<file path="src/design/dndc_pkg.sv">
// ----------------------------------------------------------------------------
// Day number and date converter package
// Request types, calendar constants and month tables shared by the converter.
// ----------------------------------------------------------------------------
package dndc_pkg;

  localparam logic [15:0] LastDayNumber = 16'd47481;
  localparam logic [11:0] FirstYear     = 12'd1970;
  localparam logic [11:0] LastYear      = 12'd2099;
  localparam logic [11:0] BaseYear      = 12'd1969;
  localparam logic [8:0]  DaysPerYear   = 9'd365;
  localparam logic [10:0] DaysPerCycle  = 11'd1461;
  localparam logic [10:0] LeapLastRem   = 11'd1460;
  localparam logic [8:0]  LeapLastDoy   = 9'd365;
  localparam logic [15:0] EpochWeekday  = 16'd4;
  localparam logic [2:0]  DaysPerWeek   = 3'd7;
  localparam logic [15:0] CycleRecip    = 16'd45933;
  localparam int unsigned CycleShift    = 26;
  localparam logic [16:0] WeekRecip     = 17'd74898;
  localparam int unsigned WeekShift     = 19;
  localparam logic [3:0]  MonthJan      = 4'd1;
  localparam logic [3:0]  MonthFeb      = 4'd2;
  localparam logic [3:0]  MonthDec      = 4'd12;

  typedef enum logic {
    ModeDecode = 1'b0,
    ModeEncode = 1'b1
  } mode_e;

  typedef struct packed {
    logic        mode;
    logic [15:0] day_number_in;
    logic [11:0] year_in;
    logic [3:0]  month_in;
    logic [4:0]  day_in;
  } in_req_t;

  typedef struct packed {
    logic [15:0] day_number_out;
    logic        valid_res;
    logic [11:0] year_out;
    logic [3:0]  month_out;
    logic [4:0]  day_out;
    logic [2:0]  weekday;
    logic [8:0]  day_of_year;
    logic        leap_year;
  } out_req_t;

  typedef struct packed {
    logic        ok;
    logic [15:0] day_num;
    logic [11:0] year_echo;
  } enc_t;

  typedef struct packed {
    logic        ok;
    logic [15:0] day_num;
    logic [11:0] year_echo;
    logic [5:0]  cycle;
    logic [10:0] rem;
    logic [2:0]  weekday;
  } div_t;

  function automatic logic [8:0] month_start(input logic [3:0] month);
    logic [8:0] start;
    unique case (month)
      4'd2:    start = 9'd31;
      4'd3:    start = 9'd59;
      4'd4:    start = 9'd90;
      4'd5:    start = 9'd120;
      4'd6:    start = 9'd151;
      4'd7:    start = 9'd181;
      4'd8:    start = 9'd212;
      4'd9:    start = 9'd243;
      4'd10:   start = 9'd273;
      4'd11:   start = 9'd304;
      4'd12:   start = 9'd334;
      default: start = 9'd0;
    endcase
    return start;
  endfunction

  function automatic logic [4:0] month_len(input logic [3:0] month);
    logic [4:0] len;
    unique case (month)
      4'd2:                     len = 5'd28;
      4'd4, 4'd6, 4'd9, 4'd11:  len = 5'd30;
      4'd1, 4'd3, 4'd5, 4'd7,
      4'd8, 4'd10, 4'd12:       len = 5'd31;
      default:                  len = 5'd0;
    endcase
    return len;
  endfunction

endpackage

</file>
<file path="src/design/dndc_encode.sv">
// ----------------------------------------------------------------------------
// Converter front stage
// Checks the request and turns an encode request into a day number.
// ----------------------------------------------------------------------------
module dndc_encode (
  input  logic              clk_i,
  input  logic              rst_ni,
  input  logic              valid_i,
  output logic              stall_o,
  input  dndc_pkg::in_req_t req_i,
  output logic              valid_o,
  input  logic              stall_i,
  output dndc_pkg::enc_t    enc_o
);
  import dndc_pkg::*;

  logic        vld_q;
  logic        en;
  enc_t        enc_d, enc_q;
  logic        y_ok, m_ok, d_ok, leap;
  logic [4:0]  mlen;
  logic [7:0]  yoff;
  logic [16:0] num;

  assign en      = !vld_q || !stall_i;
  assign stall_o = !en;
  assign valid_o = vld_q;
  assign enc_o   = enc_q;

  always_comb begin
    y_ok = (req_i.year_in >= FirstYear) && (req_i.year_in <= LastYear);
    m_ok = (req_i.month_in >= MonthJan) && (req_i.month_in <= MonthDec);
    leap = (req_i.year_in[1:0] == 2'b00);
    mlen = month_len(req_i.month_in) + {4'd0, (req_i.month_in == MonthFeb) && leap};
    d_ok = (req_i.day_in != 5'd0) && (req_i.day_in <= mlen);
    yoff = 8'(req_i.year_in - FirstYear);
    num  = 17'(yoff) * 17'(DaysPerYear)
         + 17'((req_i.year_in - BaseYear) >> 2)
         + 17'(month_start(req_i.month_in))
         + 17'(leap && (req_i.month_in > MonthFeb))
         + 17'(req_i.day_in) - 17'd1;
    if (req_i.mode == ModeDecode) begin
      enc_d.ok        = (req_i.day_number_in <= LastDayNumber);
      enc_d.day_num   = enc_d.ok ? req_i.day_number_in : 16'd0;
      enc_d.year_echo = 12'd0;
    end else begin
      enc_d.ok        = y_ok && m_ok && d_ok;
      enc_d.day_num   = enc_d.ok ? num[15:0] : 16'd0;
      enc_d.year_echo = enc_d.ok ? 12'd0 : req_i.year_in;
    end
  end

  always_ff @(posedge clk_i or negedge rst_ni) begin
    if (!rst_ni) begin
      vld_q <= 1'b0;
    end else if (en) begin
      vld_q <= valid_i;
    end
  end

  always_ff @(posedge clk_i) begin
    if (en) begin
      enc_q <= enc_d;
    end
  end

endmodule

</file>
<file path="src/design/dndc_divide.sv">
// ----------------------------------------------------------------------------
// Converter divide stages
// Splits the day number into four-year cycles and weekday by reciprocal
// multiplication in one stage and remainder correction in the next.
// ----------------------------------------------------------------------------
module dndc_divide (
  input  logic           clk_i,
  input  logic           rst_ni,
  input  logic           valid_i,
  output logic           stall_o,
  input  dndc_pkg::enc_t enc_i,
  output logic           valid_o,
  input  logic           stall_i,
  output dndc_pkg::div_t div_o
);
  import dndc_pkg::*;

  typedef struct packed {
    enc_t        enc;
    logic [15:0] t;
    logic [5:0]  qc;
    logic [15:0] w;
    logic [12:0] qw;
  } est_t;

  logic        a_vld_q, b_vld_q;
  logic        en_a, en_b;
  est_t        a_d, a_q;
  div_t        b_d, b_q;
  logic [31:0] prod_c;
  logic [32:0] prod_w;
  logic [16:0] qc_mul;
  logic [11:0] rc;
  logic [15:0] qw_mul;
  logic [3:0]  wr;

  assign en_b    = !b_vld_q || !stall_i;
  assign en_a    = !a_vld_q || en_b;
  assign stall_o = !en_a;
  assign valid_o = b_vld_q;
  assign div_o   = b_q;

  always_comb begin
    a_d.enc = enc_i;
    a_d.t   = enc_i.day_num + 16'(DaysPerYear);
    a_d.w   = enc_i.day_num + EpochWeekday;
    prod_c  = 32'(a_d.t) * 32'(CycleRecip);
    prod_w  = 33'(a_d.w) * 33'(WeekRecip);
    a_d.qc  = 6'(prod_c >> CycleShift);
    a_d.qw  = 13'(prod_w >> WeekShift);
  end

  always_comb begin
    qc_mul        = 17'(a_q.qc) * 17'(DaysPerCycle);
    rc            = 12'({1'b0, a_q.t} - qc_mul);
    qw_mul        = 16'(a_q.qw) * 16'(DaysPerWeek);
    wr            = 4'(a_q.w - qw_mul);
    b_d.ok        = a_q.enc.ok;
    b_d.day_num   = a_q.enc.day_num;
    b_d.year_echo = a_q.enc.year_echo;
    if (rc >= 12'(DaysPerCycle)) begin
      b_d.rem   = 11'(rc - 12'(DaysPerCycle));
      b_d.cycle = a_q.qc + 6'd1;
    end else begin
      b_d.rem   = rc[10:0];
      b_d.cycle = a_q.qc;
    end
    if (wr >= 4'(DaysPerWeek)) begin
      b_d.weekday = 3'(wr - 4'(DaysPerWeek));
    end else begin
      b_d.weekday = wr[2:0];
    end
  end

  always_ff @(posedge clk_i or negedge rst_ni) begin
    if (!rst_ni) begin
      a_vld_q <= 1'b0;
      b_vld_q <= 1'b0;
    end else begin
      if (en_a) begin
        a_vld_q <= valid_i;
      end
      if (en_b) begin
        b_vld_q <= a_vld_q;
      end
    end
  end

  always_ff @(posedge clk_i) begin
    if (en_a) begin
      a_q <= a_d;
    end
    if (en_b) begin
      b_q <= b_d;
    end
  end

endmodule

</file>
<file path="src/design/dndc_calendar.sv">
// ----------------------------------------------------------------------------
// Converter calendar stages
// Derives year and day of year, then month, then day of month, and holds
// the finished result in the output register.
// ----------------------------------------------------------------------------
module dndc_calendar (
  input  logic               clk_i,
  input  logic               rst_ni,
  input  logic               valid_i,
  output logic               stall_o,
  input  dndc_pkg::div_t     div_i,
  output logic               valid_o,
  input  logic               stall_i,
  output dndc_pkg::out_req_t res_o
);
  import dndc_pkg::*;

  typedef struct packed {
    logic        ok;
    logic [15:0] day_num;
    logic [11:0] year_echo;
    logic [2:0]  weekday;
    logic [11:0] year;
    logic [8:0]  doy;
    logic        leap;
  } yr_t;

  typedef struct packed {
    yr_t        yr;
    logic [3:0] month;
  } mo_t;

  logic       y_vld_q, m_vld_q, o_vld_q;
  logic       en_y, en_m, en_o;
  yr_t        y_d, y_q;
  mo_t        m_d, m_q;
  out_req_t   o_d, o_q;
  logic [1:0] yi;
  logic [3:0] cnt;
  logic [8:0] start;

  assign en_o    = !o_vld_q || !stall_i;
  assign en_m    = !m_vld_q || en_o;
  assign en_y    = !y_vld_q || en_m;
  assign stall_o = !en_y;
  assign valid_o = o_vld_q;
  assign res_o   = o_q;

  always_comb begin
    y_d.ok        = div_i.ok;
    y_d.day_num   = div_i.day_num;
    y_d.year_echo = div_i.year_echo;
    y_d.weekday   = div_i.weekday;
    priority if (div_i.rem == LeapLastRem) begin
      yi      = 2'd3;
      y_d.doy = LeapLastDoy;
    end else if (div_i.rem >= 11'(3 * DaysPerYear)) begin
      yi      = 2'd3;
      y_d.doy = 9'(div_i.rem - 11'(3 * DaysPerYear));
    end else if (div_i.rem >= 11'(2 * DaysPerYear)) begin
      yi      = 2'd2;
      y_d.doy = 9'(div_i.rem - 11'(2 * DaysPerYear));
    end else if (div_i.rem >= 11'(DaysPerYear)) begin
      yi      = 2'd1;
      y_d.doy = 9'(div_i.rem - 11'(DaysPerYear));
    end else begin
      yi      = 2'd0;
      y_d.doy = div_i.rem[8:0];
    end
    y_d.leap = (yi == 2'd3);
    y_d.year = BaseYear + {4'd0, div_i.cycle, 2'b00} + {10'd0, yi};
  end

  always_comb begin
    cnt = 4'd0;
    for (int k = 2; k <= 12; k++) begin
      if (y_q.doy >= month_start(4'(k)) + {8'd0, y_q.leap && (k > 2)}) begin
        cnt = cnt + 4'd1;
      end
    end
    m_d.yr    = y_q;
    m_d.month = MonthJan + cnt;
  end

  always_comb begin
    start = month_start(m_q.month) + {8'd0, m_q.yr.leap && (m_q.month > MonthFeb)};
    o_d   = '0;
    if (m_q.yr.ok) begin
      o_d.day_number_out = m_q.yr.day_num;
      o_d.valid_res      = 1'b1;
      o_d.year_out       = m_q.yr.year;
      o_d.month_out      = m_q.month;
      o_d.day_out        = 5'(m_q.yr.doy + 9'd1 - start);
      o_d.weekday        = m_q.yr.weekday;
      o_d.day_of_year    = m_q.yr.doy;
      o_d.leap_year      = m_q.yr.leap;
    end else begin
      o_d.year_out       = m_q.yr.year_echo;
    end
  end

  always_ff @(posedge clk_i or negedge rst_ni) begin
    if (!rst_ni) begin
      y_vld_q <= 1'b0;
      m_vld_q <= 1'b0;
      o_vld_q <= 1'b0;
    end else begin
      if (en_y) begin
        y_vld_q <= valid_i;
      end
      if (en_m) begin
        m_vld_q <= y_vld_q;
      end
      if (en_o) begin
        o_vld_q <= m_vld_q;
      end
    end
  end

  always_ff @(posedge clk_i) begin
    if (en_y) begin
      y_q <= y_d;
    end
    if (en_m) begin
      m_q <= m_d;
    end
    if (en_o) begin
      o_q <= o_d;
    end
  end

endmodule

</file>
<file path="src/design/day_number_date_converter_unit.sv">
// ----------------------------------------------------------------------------
// Day number and date converter
// Converts between days since 1 Jan 1970 and a civil date for 1970 to 2099.
// ----------------------------------------------------------------------------
// A request either decodes a day number into year, month, day of month,
// weekday, day of year and leap flag, or checks a date and encodes it into a
// day number that is then decoded the same way. The unit is a six-stage
// pipeline: request check and encode, reciprocal multiply, remainder
// correction, year split, month search, and day of month with the output
// register. It accepts one request per cycle when the output is not stalled;
// a stall holds the output register and each full stage in an unbroken run
// behind it, while empty stages keep filling, so nothing is lost or repeated.
module day_number_date_converter_unit (
  input  logic               clk_i,
  input  logic               rst_ni,
  input  logic               in_valid_i,
  output logic               in_stall_o,
  input  dndc_pkg::in_req_t  in_req_i,
  output logic               out_valid_o,
  input  logic               out_stall_i,
  output dndc_pkg::out_req_t out_req_o
);
  import dndc_pkg::*;

  logic enc_valid, enc_stall;
  logic div_valid, div_stall;
  enc_t enc;
  div_t div;

  dndc_encode u_encode (
    .clk_i   (clk_i),
    .rst_ni  (rst_ni),
    .valid_i (in_valid_i),
    .stall_o (in_stall_o),
    .req_i   (in_req_i),
    .valid_o (enc_valid),
    .stall_i (enc_stall),
    .enc_o   (enc)
  );

  dndc_divide u_divide (
    .clk_i   (clk_i),
    .rst_ni  (rst_ni),
    .valid_i (enc_valid),
    .stall_o (enc_stall),
    .enc_i   (enc),
    .valid_o (div_valid),
    .stall_i (div_stall),
    .div_o   (div)
  );

  dndc_calendar u_calendar (
    .clk_i   (clk_i),
    .rst_ni  (rst_ni),
    .valid_i (div_valid),
    .stall_o (div_stall),
    .div_i   (div),
    .valid_o (out_valid_o),
    .stall_i (out_stall_i),
    .res_o   (out_req_o)
  );

endmodule

</file>
<file path="config.mk">
export PLATFORM = sky130hd
export DESIGN_NAME = day_number_date_converter_unit
export DESIGN_NICKNAME = d
export VERILOG_FILES = /design/src/design/dndc_pkg.sv /design/src/design/dndc_encode.sv /design/src/design/dndc_divide.sv /design/src/design/dndc_calendar.sv /design/src/design/day_number_date_converter_unit.sv
export SDC_FILE = /design/constraint.sdc
export NUM_CORES = 1
export LEC_CHECK = 0
export BUFFER_PORTS_ARGS = -buffer_cell sky130_fd_sc_hd__buf_2
export CAP_MARGIN = 20
export CORE_ASPECT_RATIO = 0.5
export CORE_MARGIN = 4
export CORE_UTILIZATION = 33
export DETAILED_ROUTE_END_ITERATION = 10
export SYNTH_ARGS = -nofsm -noshare
export SYNTH_HDL_FRONTEND = slang
export SYNTH_HIERARCHICAL = 1
export SYNTH_SLANG_ARGS = --single-unit
</file>
<file path="constraint.sdc">
create_clock -name clk_i -period 11.1 [get_ports clk_i]
set_input_delay 0.555 -clock clk_i [delete_from_list [all_inputs] [get_ports clk_i]]
set_output_delay 0.555 -clock clk_i [all_outputs]
set_load 0.02 [all_outputs]
</file>
; ---- Word-level counts from Yosys, hierarchy flattened
; Memory sizes are Yosys's and may differ from the RTL's. A register that Yosys moved wholly into a read port is not among the register bits.
; Cells that the tools add are included.
[totals]
ff_bits = 311
rom_bits = 368
wordCells = 177
memories = 3
[mem_list]
columns = memory, depth, width, rd, rd_clocked_by_memory_dff, write_ports, line
row1 = (name not given), 16, 9, 1, 1, 0, dndc_pkg.sv:66  ; unique case (month)
row2 = (name not given), 16, 9, 1, 0, 0, dndc_pkg.sv:66
row3 = (name not given), 16, 5, 1, 0, 0, dndc_pkg.sv:85  ; unique case (month)
[classes]
n_addsub = 44
n_mul = 5
order_cmp = 24
eq_ne = 3
muxes = 27
bitwise_logic = 1
reduce_logical = 25
[ops]
columns = op, count
row1 = 9-bit >= comparator, 10
row2 = 4-bit 2-to-1 mux, 11
row3 = "4-bit by 1-bit adder with 4-bit output, second input constant", 9
row4 = "8-bit by 1-bit adder with 9-bit output, first input constant", 4
row5 = "16-bit by 16-bit multiplier with 32-bit output, second input constant", 1
row6 = 16-bit 2-to-1 mux, 2
row7 = "16-bit by 16-bit multiplier with 31-bit output, second input constant", 1
row8 = 29-bit 2-to-1 mux, 1
row9 = "9-bit by 1-bit adder with 9-bit output, first input constant", 3
row10 = 9-bit 2-to-1 mux, 3
row11 = "12-bit by 11-bit >= comparator with 1-bit output, second input constant", 2
row12 = 12-bit 2-to-1 mux, 2
row13 = 17-bit 2-to-1 mux, 1
row14 = 16-bit by 1-bit adder with 16-bit output, 1
row15 = 16-bit by 15-bit adder with 16-bit output, 1
row16 = "16-bit by 3-bit adder with 16-bit output, second input constant", 1
row17 = 16-bit by 5-bit adder with 16-bit output, 1
row18 = 16-bit by 9-bit adder with 16-bit output, 1
row19 = "16-bit by 9-bit adder with 16-bit output, second input constant", 1
row20 = "7-bit by 1-bit adder with 8-bit output, first input constant", 2
row21 = "16-bit <= comparator, second input constant", 1
row22 = "8-bit by 9-bit multiplier with 16-bit output, second input constant", 1
row23 = "16-bit by 1-bit subtractor with 16-bit output, second input constant", 1
row24 = "13-bit by 3-bit multiplier with 4-bit output, second input constant", 1
row25 = 42 further kinds, 67

; ---- Longest topological paths before layout
; Gate-level depths: netlist (run 1).
[depth]
depth_word = 24
mapped_depth = 39
depth_no_buf = 39

; ---- Hierarchy
; Netlist (run 1), hierarchy kept.
[modules_own_cells]
columns = module, n_inst, cells_per_inst, area_each_um2, seq_area_each_um2
row1 = dndc_divide, 1, 1103, 12330.6, 3113.0
row2 = dndc_calendar, 1, 621, 8393.0, 5069.9
row3 = dndc_encode, 1, 522, 4802.1, 895.9

; ---- Worst setup path before layout (run 1)
; OpenSTA, ideal clock, no wires.
[synth_path]
kind = reg2reg
startpoint = reg u_calendar.y_q (netlist bit u_calendar/m_d[4])
endpoint = reg (tool-made name)
setup_time_ps = 123
arrival_ps = 8424
path_slack_ps = 2553
path_stages_with_launch = 40
synth_period_minus_slack_ps = 8547
path_cell_list = edfxtp_1 inv_1 ha_1 nor2b_1 nor2_1 o21ai_0 nand2b_1 a41o_1 ha_1 a2111o_1 or4_1 o2111a_2 ha_1 o22ai_1 xnor2_1 mux2_2 ha_1 nand2_1 (+4 left out) mux2_2 mux2_2 ha_1 a221oi_1 a21oi_1 xor2_1 mux2_2 ha_1 a22oi_1 o21a_1 nor2_1 ha_1 xnor2_1 xnor2_1 nand2_1 a21boi_1 mux2_2 mux2_1
[synth_rtl]
columns = item, line
row1 = start: declaration, dndc_calendar.sv:35  ; yr_t y_d, y_q;
row2 = start signal: assignment, dndc_calendar.sv:122  ; y_q <= y_d;

==> summary.md, run 1 <==
| Metric | Value |
|---|---|
| Routed length per instance | `15.5 um` |
| Ys Warns | `6` |
| Final Hold Vio Count | `0` |
| Die height | `205 um` |
| Initial DRC count | `951` |
| Sequential cell area fraction in the yosys report | `0.356` |
| HPWL after DPL | `42.5 mm` |
| CTS Buffer Depth | `3` |
| # Post-CTS Setup Buffers | `0` |
| Syn_nets | `2821` |
| Total GRT Usage | `0.129` |
| Minimum clock period | `9.44 ns` |
| Fillers | `7462` |
| Pins Over Slew Limit | `0` |
| Post-CTS resize count | `0` |
| Count leader, synth | `inv_1` |
| Synth Flop Type | `edfxtp_1` |
| Setup crit end kind | `flip-flop` |
| RSZ-0062 raised after global routing | `false` |
| Placeable Area | `75900 sq um` |
| CTS root buffer | `clkbuf_16` |
| Antenna cells | `0` |
| Initial antenna violation count | `0` |
| # IOs | `95` |
| Crit-path max FO | `8` |
| Outcome | `complete, no violations` |
| Hold Crit Class | `in2reg` |
| CTS tree | `yes` |
| Yosys reg bits | `305` |
| Largest net degree at the start of global routing | `63` |
| CP dominant cell by count | `ha_1` |
| Routed vias/inst | `4.65` |
| Endpoints failing setup | `0` |
| Worst Setup Path Type | `reg2reg` |
| Worst skew pair latency | `0.53 ns` |
| Routed WL | `52.7 mm` |
| First-pass GRT wire length | `86.0 mm` |
| Layout cells sized above 1 | `0.108` |
| DRC Markers | `0` |
| GRT overflow | `0` |
| FFs w/ async S/R, synth | `0.0197` |
| Distinct cells, synth | `108` |
| Clock Skew | `0.0130 ns` |
| Gpl congestion | `0.895` |
| Max Freq | `106 MHz` |
| Worst path arrival time | `9.85 ns` |
| Maxcap violations | `0` |
| Initial core utilization | `0.336` |
| Final core occ | `0.372` |
| Vias in the first global route | `16100` |
| CTS buffer count | `35` |
| Hold wc startpoint | `in_valid_i` |
| Pre-Repair DR Iteration Count | `7` |
| CP max stage delay | `0.46 ns` |
| Layout Nets | `2921` |
| Crit. Startpoint | `u_calendar/m_d[4]$_DFFE_PN_` |
| Synth top area share | `0.346` |
| Mapped Cells | `2246` |
| Area of the die | `82100 sq um` |
| Setup TNS | `0 ns` |
| Clock transition at path regs | `0.06 ns` |
| Row count | `71` |
| Hold slack | `0.214 ns` |
| Most common library cells after synthesis | `inv_1, ha_1, edfxtp_1, fa_1, xnor2_1` |
| Worst setup SP type | `flip-flop` |
| Via Count | `15800` |
| Register area | `9080 sq um` |
| Buffers on Ports | `94` |
| Antenna viol nets, final | `0` |
| Layout area overhead | `10.7%` |
| CP max stage cell | `a221oi_1` |
| CTS sink cnt | `305` |
| Mapped Area | `25500 sq um` |
| H-Tree Depth | `2` |
| Relative slew slack | `0.290` |
| Part of the cycle the worst path needs | `0.851` |
| Cts hold-fix bufs | `1` |
| Multi-input combinational cell area | `14600 sq um` |
| WP data required | `11.51 ns` |
| Die W | `401 um` |
| Worst slew pin tran | `1.06 ns` |
| Post-synth EDFFs | `294` |
| Synth area leaders | `edfxtp_1, ha_1, fa_1` |
| Leading area contributor after synthesis | `edfxtp_1` |
| Mean post-synth cell area | `11.4 sq um` |
| Critical R2R Launch | `u_calendar/m_d[4]$_DFFE_PN_` |
==> state kept, by name, indices dropped and copies added (netlist names), 29 cells and up, named ones only <==
register          count
u_calendar/m_q       58
u_calendar/res_o     51
u_divide/a_q         53
u_divide/div_o       49
u_calendar/m_d       54
u_encode/enc_o       29
==> worst paths after layout <==
check | cells after the start | end | slack [ns]
setup / recovery | 39 | flip-flop | 1.66
hold / removal | 2 | u_encode/valid_o$_DFFE_PN0N_ | 0.21
setup reg to reg | 39 | flip-flop | 1.66
hold reg to reg | 0 | u_divide/div_o[40]$_DFFE_PP_ | 0.41
max in group asynchronous | 2 | u_calendar/valid_o$_DFFE_PN0P_ | 10.55
min in group asynchronous | 2 | u_calendar/y_vld_q$_DFFE_PN0N_ | 0.39
==> metrics by stage <==
stage,instance area (sq um),std cells,setup slack (ns)
after floorplan,25500,2246,2.55
after CTS,28200,3390,1.63
final,28300,3394,1.66
after global routing,28300,3394,0.888
after global placement,27100,3326,1.82
after detailed placement,27100,3326,1.68
==> cells in the final DEF, fill, tap and decap left out, types with 8 or more instances in the layout <==
| cell type | n |
|---|---|
| nor2_1 | 86 |
| buf_4 | 10 |
| a21oi_1 | 74 |
| nor2b_1 | 22 |
| xnor2_2 | 8 |
| nand2_1 | 74 |
| a21oi_2 | 13 |
| clkinv_2 | 10 |
| xor2_1 | 56 |
| inv_1 | 434 |
| fa_1 | 186 |
| buf_2 | 95 |
| nand3_1 | 17 |
| or2_2 | 9 |
| a21o_1 | 21 |
| and3_1 | 10 |
| a211o_1 | 8 |
| mux2i_1 | 9 |
| nor3_1 | 20 |
| a31oi_1 | 13 |
| and2_1 | 56 |
| xnor2_1 | 124 |
| a22o_1 | 10 |
| nand4_1 | 11 |
| mux2_2 | 23 |
| nand2b_1 | 27 |
| a211oi_1 | 11 |
| edfxtp_1 | 294 |
| ha_1 | 347 |
| o21ai_0 | 45 |
| clkbuf_16 | 36 |
| o21a_1 | 11 |
| o211ai_1 | 12 |
==> critical path, delay by kind of cell, from the launching register on <==
kind / cells / cell delay (ns)
mux: 6 / 1.80
simple gates: 8 / 1.03
xor+xnor: 5 / 0.66
buf+inv: 1 / 0.12
compound gates: 12 / 3.19
fa+ha+maj: 7 / 2.08
flops: 1 / 0.42
==> final cells by class <==
type,count,share of cell area
tap,1022,0.0453
inverter,438,0.0583
sequential,305,0.321
clock buffer,43,0.0332
clock inverter,20,0.00469
timing repair buffer,107,0.0204
multi-input combinational,1459,0.517
==> per-layer routing <==
layer  wire length (um)  vias up  track usage
met5                  0        -            0
met3               1530       67       0.0147
met2              24300      230        0.213
met1              25700     7670        0.180
li1                   -     7812            -
met4               1130        0       0.0352
==> cell families (layout without fill, tap and decap cells) <==
| family | Yosys count | in the layout | synth area share |
|---|---|---|---|
| fa+ha+maj | 533 | 533 | 0.316 |
| buf+inv | 482 | 608 | 0.0725 |
| simple gates | 378 | 378 | 0.0778 |
| compound gates | 319 | 319 | 0.0906 |
| flops | 305 | 305 | 0.356 |
| xor+xnor | 191 | 191 | 0.0701 |
| mux | 38 | 38 | 0.0174 |
Power of run 1 is not shown: default switching activity piles up to over one toggle a cycle in this logic, so the estimate is an artifact.
==> inputs of run 2 (changes only) <==
--- a/config.mk
+++ b/config.mk
@@ -9,8 +9,10 @@
 export CAP_MARGIN = 20
 export CORE_ASPECT_RATIO = 0.5
 export CORE_MARGIN = 4
-export CORE_UTILIZATION = 33
+export CORE_UTILIZATION = 39
+export CTS_BUF_LIST = sky130_fd_sc_hd__clkbuf_8
 export DETAILED_ROUTE_END_ITERATION = 10
+export SETUP_SLACK_MARGIN = 0.5
 export SYNTH_ARGS = -nofsm -noshare
 export SYNTH_HDL_FRONTEND = slang
 export SYNTH_HIERARCHICAL = 1
==> run 2 against run 1 <==
Compared with the run above: design area decreased by 1.2%; largest cell class unchanged; non-clock buffer count stayed put; worst hold slack got worse by 0.064 ns; maximum frequency fell by 1.8%; worst setup slack got worse by 0.17 ns; core utilization is 6.4 points higher; final cell count shrank 3.7%; die area decreased by 15%; first-iteration DRC count shrank 9.6%; global-route usage grew 2.5 points; wire length up 1.6%.
==> summary.md, run 2 (synthesis gave the netlist of run 1 again) <==
| Metric | Value |
|---|---|
| Outcome | `complete, no violations` |
| Layout area overhead | `9.42%` |
| Die W | `370 um` |
| Routed length per instance | `16.4 um` |
| Pre-Repair DR Iteration Count | `5` |
| Worst skew pair latency | `0.60 ns` |
| Maxcap violations | `0` |
| RSZ-0062 raised after global routing | `false` |
| Final Hold Vio Count | `0` |
| Initial core utilization | `0.399` |
| Antenna viol nets, final | `0` |
| CP max stage delay | `0.49 ns` |
| R2r setup slk | `1.49 ns` |
| Worst setup SP type | `flip-flop` |
| Most flops, register | `u_calendar/m_q` |
| Hold Crit Class | `in2reg` |
| Relative slew slack | `0.266` |
| Gpl congestion | `0.901` |
| CP max stage cell | `a221oi_1` |
| Total GRT Usage | `0.154` |
| Worst path arrival time | `10.07 ns` |
| Most frequent cells in the layout | `inv_1, ha_1, edfxtp_1` |
| Clock Skew | `0.0372 ns` |
| CTS Buffer Depth | `3` |
| Max Freq | `104 MHz` |
| Max FFs per register | `58` |
| CTS root buffer | `clkbuf_8` |
| Clock transition at path regs | `0.06 ns` |
| Worst Setup Path Type | `reg2reg` |
| Multi-input combinational cell area | `14600 sq um` |
| Leading cell type in the layout, fill and taps excluded | `inv_1` |
| Setup crit end kind | `flip-flop` |
| Pins Over Slew Limit | `0` |
| Endpoints failing setup | `0` |
| WP data required | `11.56 ns` |
| CP bufs+invs | `1` |
| Critical R2R Launch | `u_calendar/m_d[4]$_DFFE_PN_` |
| Dpl ws | `1.67 ns` |
| HPWL after DPL | `42.9 mm` |
| Minimum clock period | `9.61 ns` |
| Largest net degree at the start of global routing | `63` |
| DRC Markers | `0` |
| Post-route worst setup slack | `1.49 ns` |
| Placeable Area | `63900 sq um` |
| Routed vias/inst | `4.87` |
| CTS buffer count | `49` |
| Crit-path max FO | `8` |
| Routed WL | `53.5 mm` |
| Layout cells sized above 1 | `0.108` |
| CTS tree | `yes` |
| Row count | `65` |
| H-Tree Depth | `2` |
| Die height | `189 um` |
| Setup TNS | `0 ns` |
| Worst slew pin tran | `1.09 ns` |
| Buffers on Ports | `94` |
| CTS sink cnt | `305` |
| First-pass GRT wire length | `86.9 mm` |
| CP dominant cell by count | `ha_1` |
| Vias in the first global route | `16100` |
| Via Count | `15900` |
| # Post-CTS Setup Buffers | `0` |
| Register area | `9080 sq um` |
| Crit. Startpoint | `u_calendar/m_d[4]$_DFFE_PN_` |
| Antenna cells | `0` |
| # IOs | `95` |
| Hold wc startpoint | `in_valid_i` |
| Crit-path leading delay family | `compound AO/OA/AOI/OAI gates` |
| Initial DRC count | `860` |
| Initial antenna violation count | `5` |
| Layout Nets | `2935` |
| Area of the die | `69900 sq um` |
| Fillers | `6072` |
| Part of the cycle the worst path needs | `0.866` |
| GRT overflow | `0` |
[run 2: cell count changes in the layout (fill, tap and decap cells not counted), sizes merged]
cell / previous run / this run
clkinv: 16 / 22
clkinvlp: 2 / 0
clkbuf: 43 / 49
inv: 440 / 453
bufinv: 0 / 2
[run 2: what timing repair did]
action,4_1_cts,5_1_grt
hold buffers,1,0
resized for setup,0,0
hold endpoints to repair,6,0
[run 2: path summary, 6_finish.rpt]
check / to / cells past startpoint
worst max-delay path: flip-flop / 39
min in group asynchronous: u_calendar/m_vld_q$_DFFE_PN0N_ / 2
worst min-delay path: u_encode/valid_o$_DFFE_PN0N_ / 2
worst max register to register: flip-flop / 39
worst min register to register: u_calendar/m_q[43]$_DFFE_PN_ / 0
max in group asynchronous: u_encode/valid_o$_DFFE_PN0N_ / 2
[run 2: per-layer routing]
| layer | share of wire | track usage | wire length, um | vias to the layer above |
|---|---|---|---|---|
| li1 | - | - | - | 7835 |
| met5 | 0 | 0 | 0 | - |
| met1 | 0.47 | 0.215 | 25100 | 7696 |
| met4 | 0.018 | 0.0328 | 975 | 0 |
| met2 | 0.47 | 0.260 | 25400 | 303 |
| met3 | 0.039 | 0.0174 | 2080 | 78 |
[run 2: stage by stage]
stage          instance area (sq um)   util  hold slack, ns  std cells
6_report                       27900  0.437           0.151       3268
5_1_grt                        27900  0.437          0.0914       3268
4_1_cts                        27900  0.437          0.0846       3266
3_5_place_dp                   27000  0.422           0.395       3177
3_3_place_gp                   27000  0.422           0.386       3177
2_1_floorplan                  25500      -           0.259       2246
[run 2: layout make-up]
type | count | area share
sequential | 305 | 0.325
tap | 871 | 0.0390
clock inverter | 39 | 0.00878
clock buffer | 49 | 0.0241
multi-input combinational | 1459 | 0.523
inverter | 438 | 0.0590
timing repair buffer | 107 | 0.0207
Power of run 2 is left out for the same reason.
==> inputs of run 3 (changes only) <==
--- a/config.mk
+++ b/config.mk
@@ -12,6 +12,7 @@
 export CORE_UTILIZATION = 39
 export CTS_BUF_LIST = sky130_fd_sc_hd__clkbuf_8
 export DETAILED_ROUTE_END_ITERATION = 10
+export RECOVER_POWER = 100
 export SETUP_SLACK_MARGIN = 0.5
 export SYNTH_ARGS = -nofsm -noshare
 export SYNTH_HDL_FRONTEND = slang
==> run 3 against run 2 <==
Compared with the run above: the run now ends with max-capacitance violations, max-slew violations left; non-clock buffer count is the same; die area did not move; final cell count unchanged; register-to-register slack lost 0.28 ns; via count about the same; maximum frequency down 2.8%; global-route usage unchanged; worst hold slack lost 0.0044 ns; core utilization down 0.35 points.
==> summary.md, run 3 (synthesis gave the netlist of run 1 again) <==
| Metric | Value |
|---|---|
| Outcome | `finished, violations left` |
| Failing checks | `max-capacitance violations, max-slew violations` |
| Dpl ws | `1.67 ns` |
| Cts hold-fix bufs | `1` |
| Multi-input combinational cell area | `14500 sq um` |
| Setup crit end kind | `flip-flop` |
| Worst Reg-to-Reg Cells | `39` |
| Post-route worst setup slack | `1.20 ns` |
| CTS root buffer | `clkbuf_8` |
| CTS Buffer Depth | `3` |
| Clock transition at path regs | `0.06 ns` |
| Largest net degree at the start of global routing | `63` |
| Vias in the first global route | `16100` |
| Most flops, register | `u_calendar/m_q` |
| Worst Setup Path Type | `reg2reg` |
| Hold wc startpoint | `in_valid_i` |
| CTS sink cnt | `305` |
| Final design instance area without fill | `27700 sq um` |
| Minimum clock period | `9.90 ns` |
| Layout Nets | `2935` |
| Initial core utilization | `0.399` |
| Crit-path max FO | `8` |
| Clock Skew | `0.0355 ns` |
| Worst slew pin tran | `3.69 ns` |
| WP data required | `11.56 ns` |
| Pins Over Slew Limit | `330` |
| Layout cells sized above 1 | `0.0709` |
| Total GRT Usage | `0.154` |
| GRT overflow | `0` |
| Post-CTS resize count | `0` |
| Endpoints failing setup | `0` |
| Critical R2R Launch | `u_calendar/m_d[4]$_DFFE_PN_` |
| CP dominant cell by count | `ha_1` |
| R2r setup slk | `1.20 ns` |
| Buffers on Ports | `94` |
| Worst path arrival time | `10.36 ns` |
| First-pass GRT wire length | `86.9 mm` |
| CP max stage delay | `0.52 ns` |
| Worst setup SP type | `flip-flop` |
| Hold slack | `0.146 ns` |
| Part of the cycle the worst path needs | `0.892` |
| Max Freq | `101 MHz` |
| Die W | `370 um` |
| CTS buffer count | `49` |
| Via Count | `15900` |
| WHS Path Cells | `2` |
| Setup TNS | `0 ns` |
| DRC Markers | `0` |
| # Post-CTS Setup Buffers | `0` |
| Fillers | `6116` |
| Initial antenna violation count | `5` |
| Max FFs per register | `58` |
| Routed vias/inst | `4.87` |
| H-Tree Depth | `2` |
| Area of the die | `69900 sq um` |
| DP Area | `27000 sq um` |
| Initial DRC count | `801` |
| Die height | `189 um` |
| CTS tree | `yes` |
| Pre-Repair DR Iteration Count | `5` |
| Maxcap violations | `7` |
| Antenna cells | `0` |
| HPWL after DPL | `42.9 mm` |
| RSZ-0062 raised after global routing | `false` |
| Relative slew slack | `-1.46` |
| Most frequent cells in the layout | `inv_1, ha_1, edfxtp_1` |
| Placeable Area | `63900 sq um` |
| Final Hold Vio Count | `0` |
| Crit. Startpoint | `u_calendar/m_d[4]$_DFFE_PN_` |
| Leading cell type in the layout, fill and taps excluded | `inv_1` |
| Hold Crit Class | `in2reg` |
| Register area | `9080 sq um` |
| Layout area overhead | `8.54%` |
| Worst skew pair latency | `0.60 ns` |
| CP max stage cell | `a21boi_0` |
| # IOs | `95` |
| Routed length per instance | `16.4 um` |
| Gpl congestion | `0.901` |
| WHS Endpoint | `u_encode/valid_o$_DFFE_PN0N_` |
| Routed WL | `53.5 mm` |
| Antenna viol nets, final | `0` |
| Row count | `65` |
[run 3: how the worst max path moves through the flow]
stage / slack (ns) / to
CTS: 1.60 / flip-flop
floorplan: 2.55 / flip-flop
global route: 0.54 / flip-flop
finish: 1.20 / flip-flop
global placement: 1.83 / flip-flop
detailed placement: 1.67 / flip-flop
[run 3: area by class of cell]
type	count	area share
Sequential cell	305	0.328
Clock inverter	39	0.00885
Tap cell	871	0.0393
Timing Repair Buffer	107	0.0173
Multi-Input combinational cell	1459	0.523
Clock buffer	49	0.0243
Inverter	438	0.0594
[run 3: per-stage QoR]
| step | util | instances |
|---|---|---|
| floorplan | - | 2246 |
| detailed placement | 0.422 | 3177 |
| finish | 0.433 | 3268 |
| global route | 0.433 | 3268 |
| global placement | 0.422 | 3177 |
| CTS | 0.437 | 3266 |
[run 3: critical path, delay by kind of cell, from the launching register on]
| kind | cells | cell delay (ns) |
|---|---|---|
| AOI/OAI and AO/OA | 12 | 3.36 |
| adders and majority gates | 7 | 2.15 |
| muxes | 6 | 1.93 |
| and+or+nand+nor | 8 | 1.06 |
| xor gates and xnor gates | 5 | 0.68 |
| DFF | 1 | 0.44 |
| buffers and inverters | 1 | 0.13 |
[run 3: metal layers]
| layer | wire length, um | up-vias | GRT usage |
|---|---|---|---|
| met5 | 0 | - | 0 |
| met4 | 1020 | 0 | 0.0328 |
| met3 | 1990 | 84 | 0.0174 |
| met2 | 25300 | 279 | 0.260 |
| met1 | 25200 | 7717 | 0.215 |
| li1 | - | 7835 | - |
Power of run 3 is left out for the same reason.
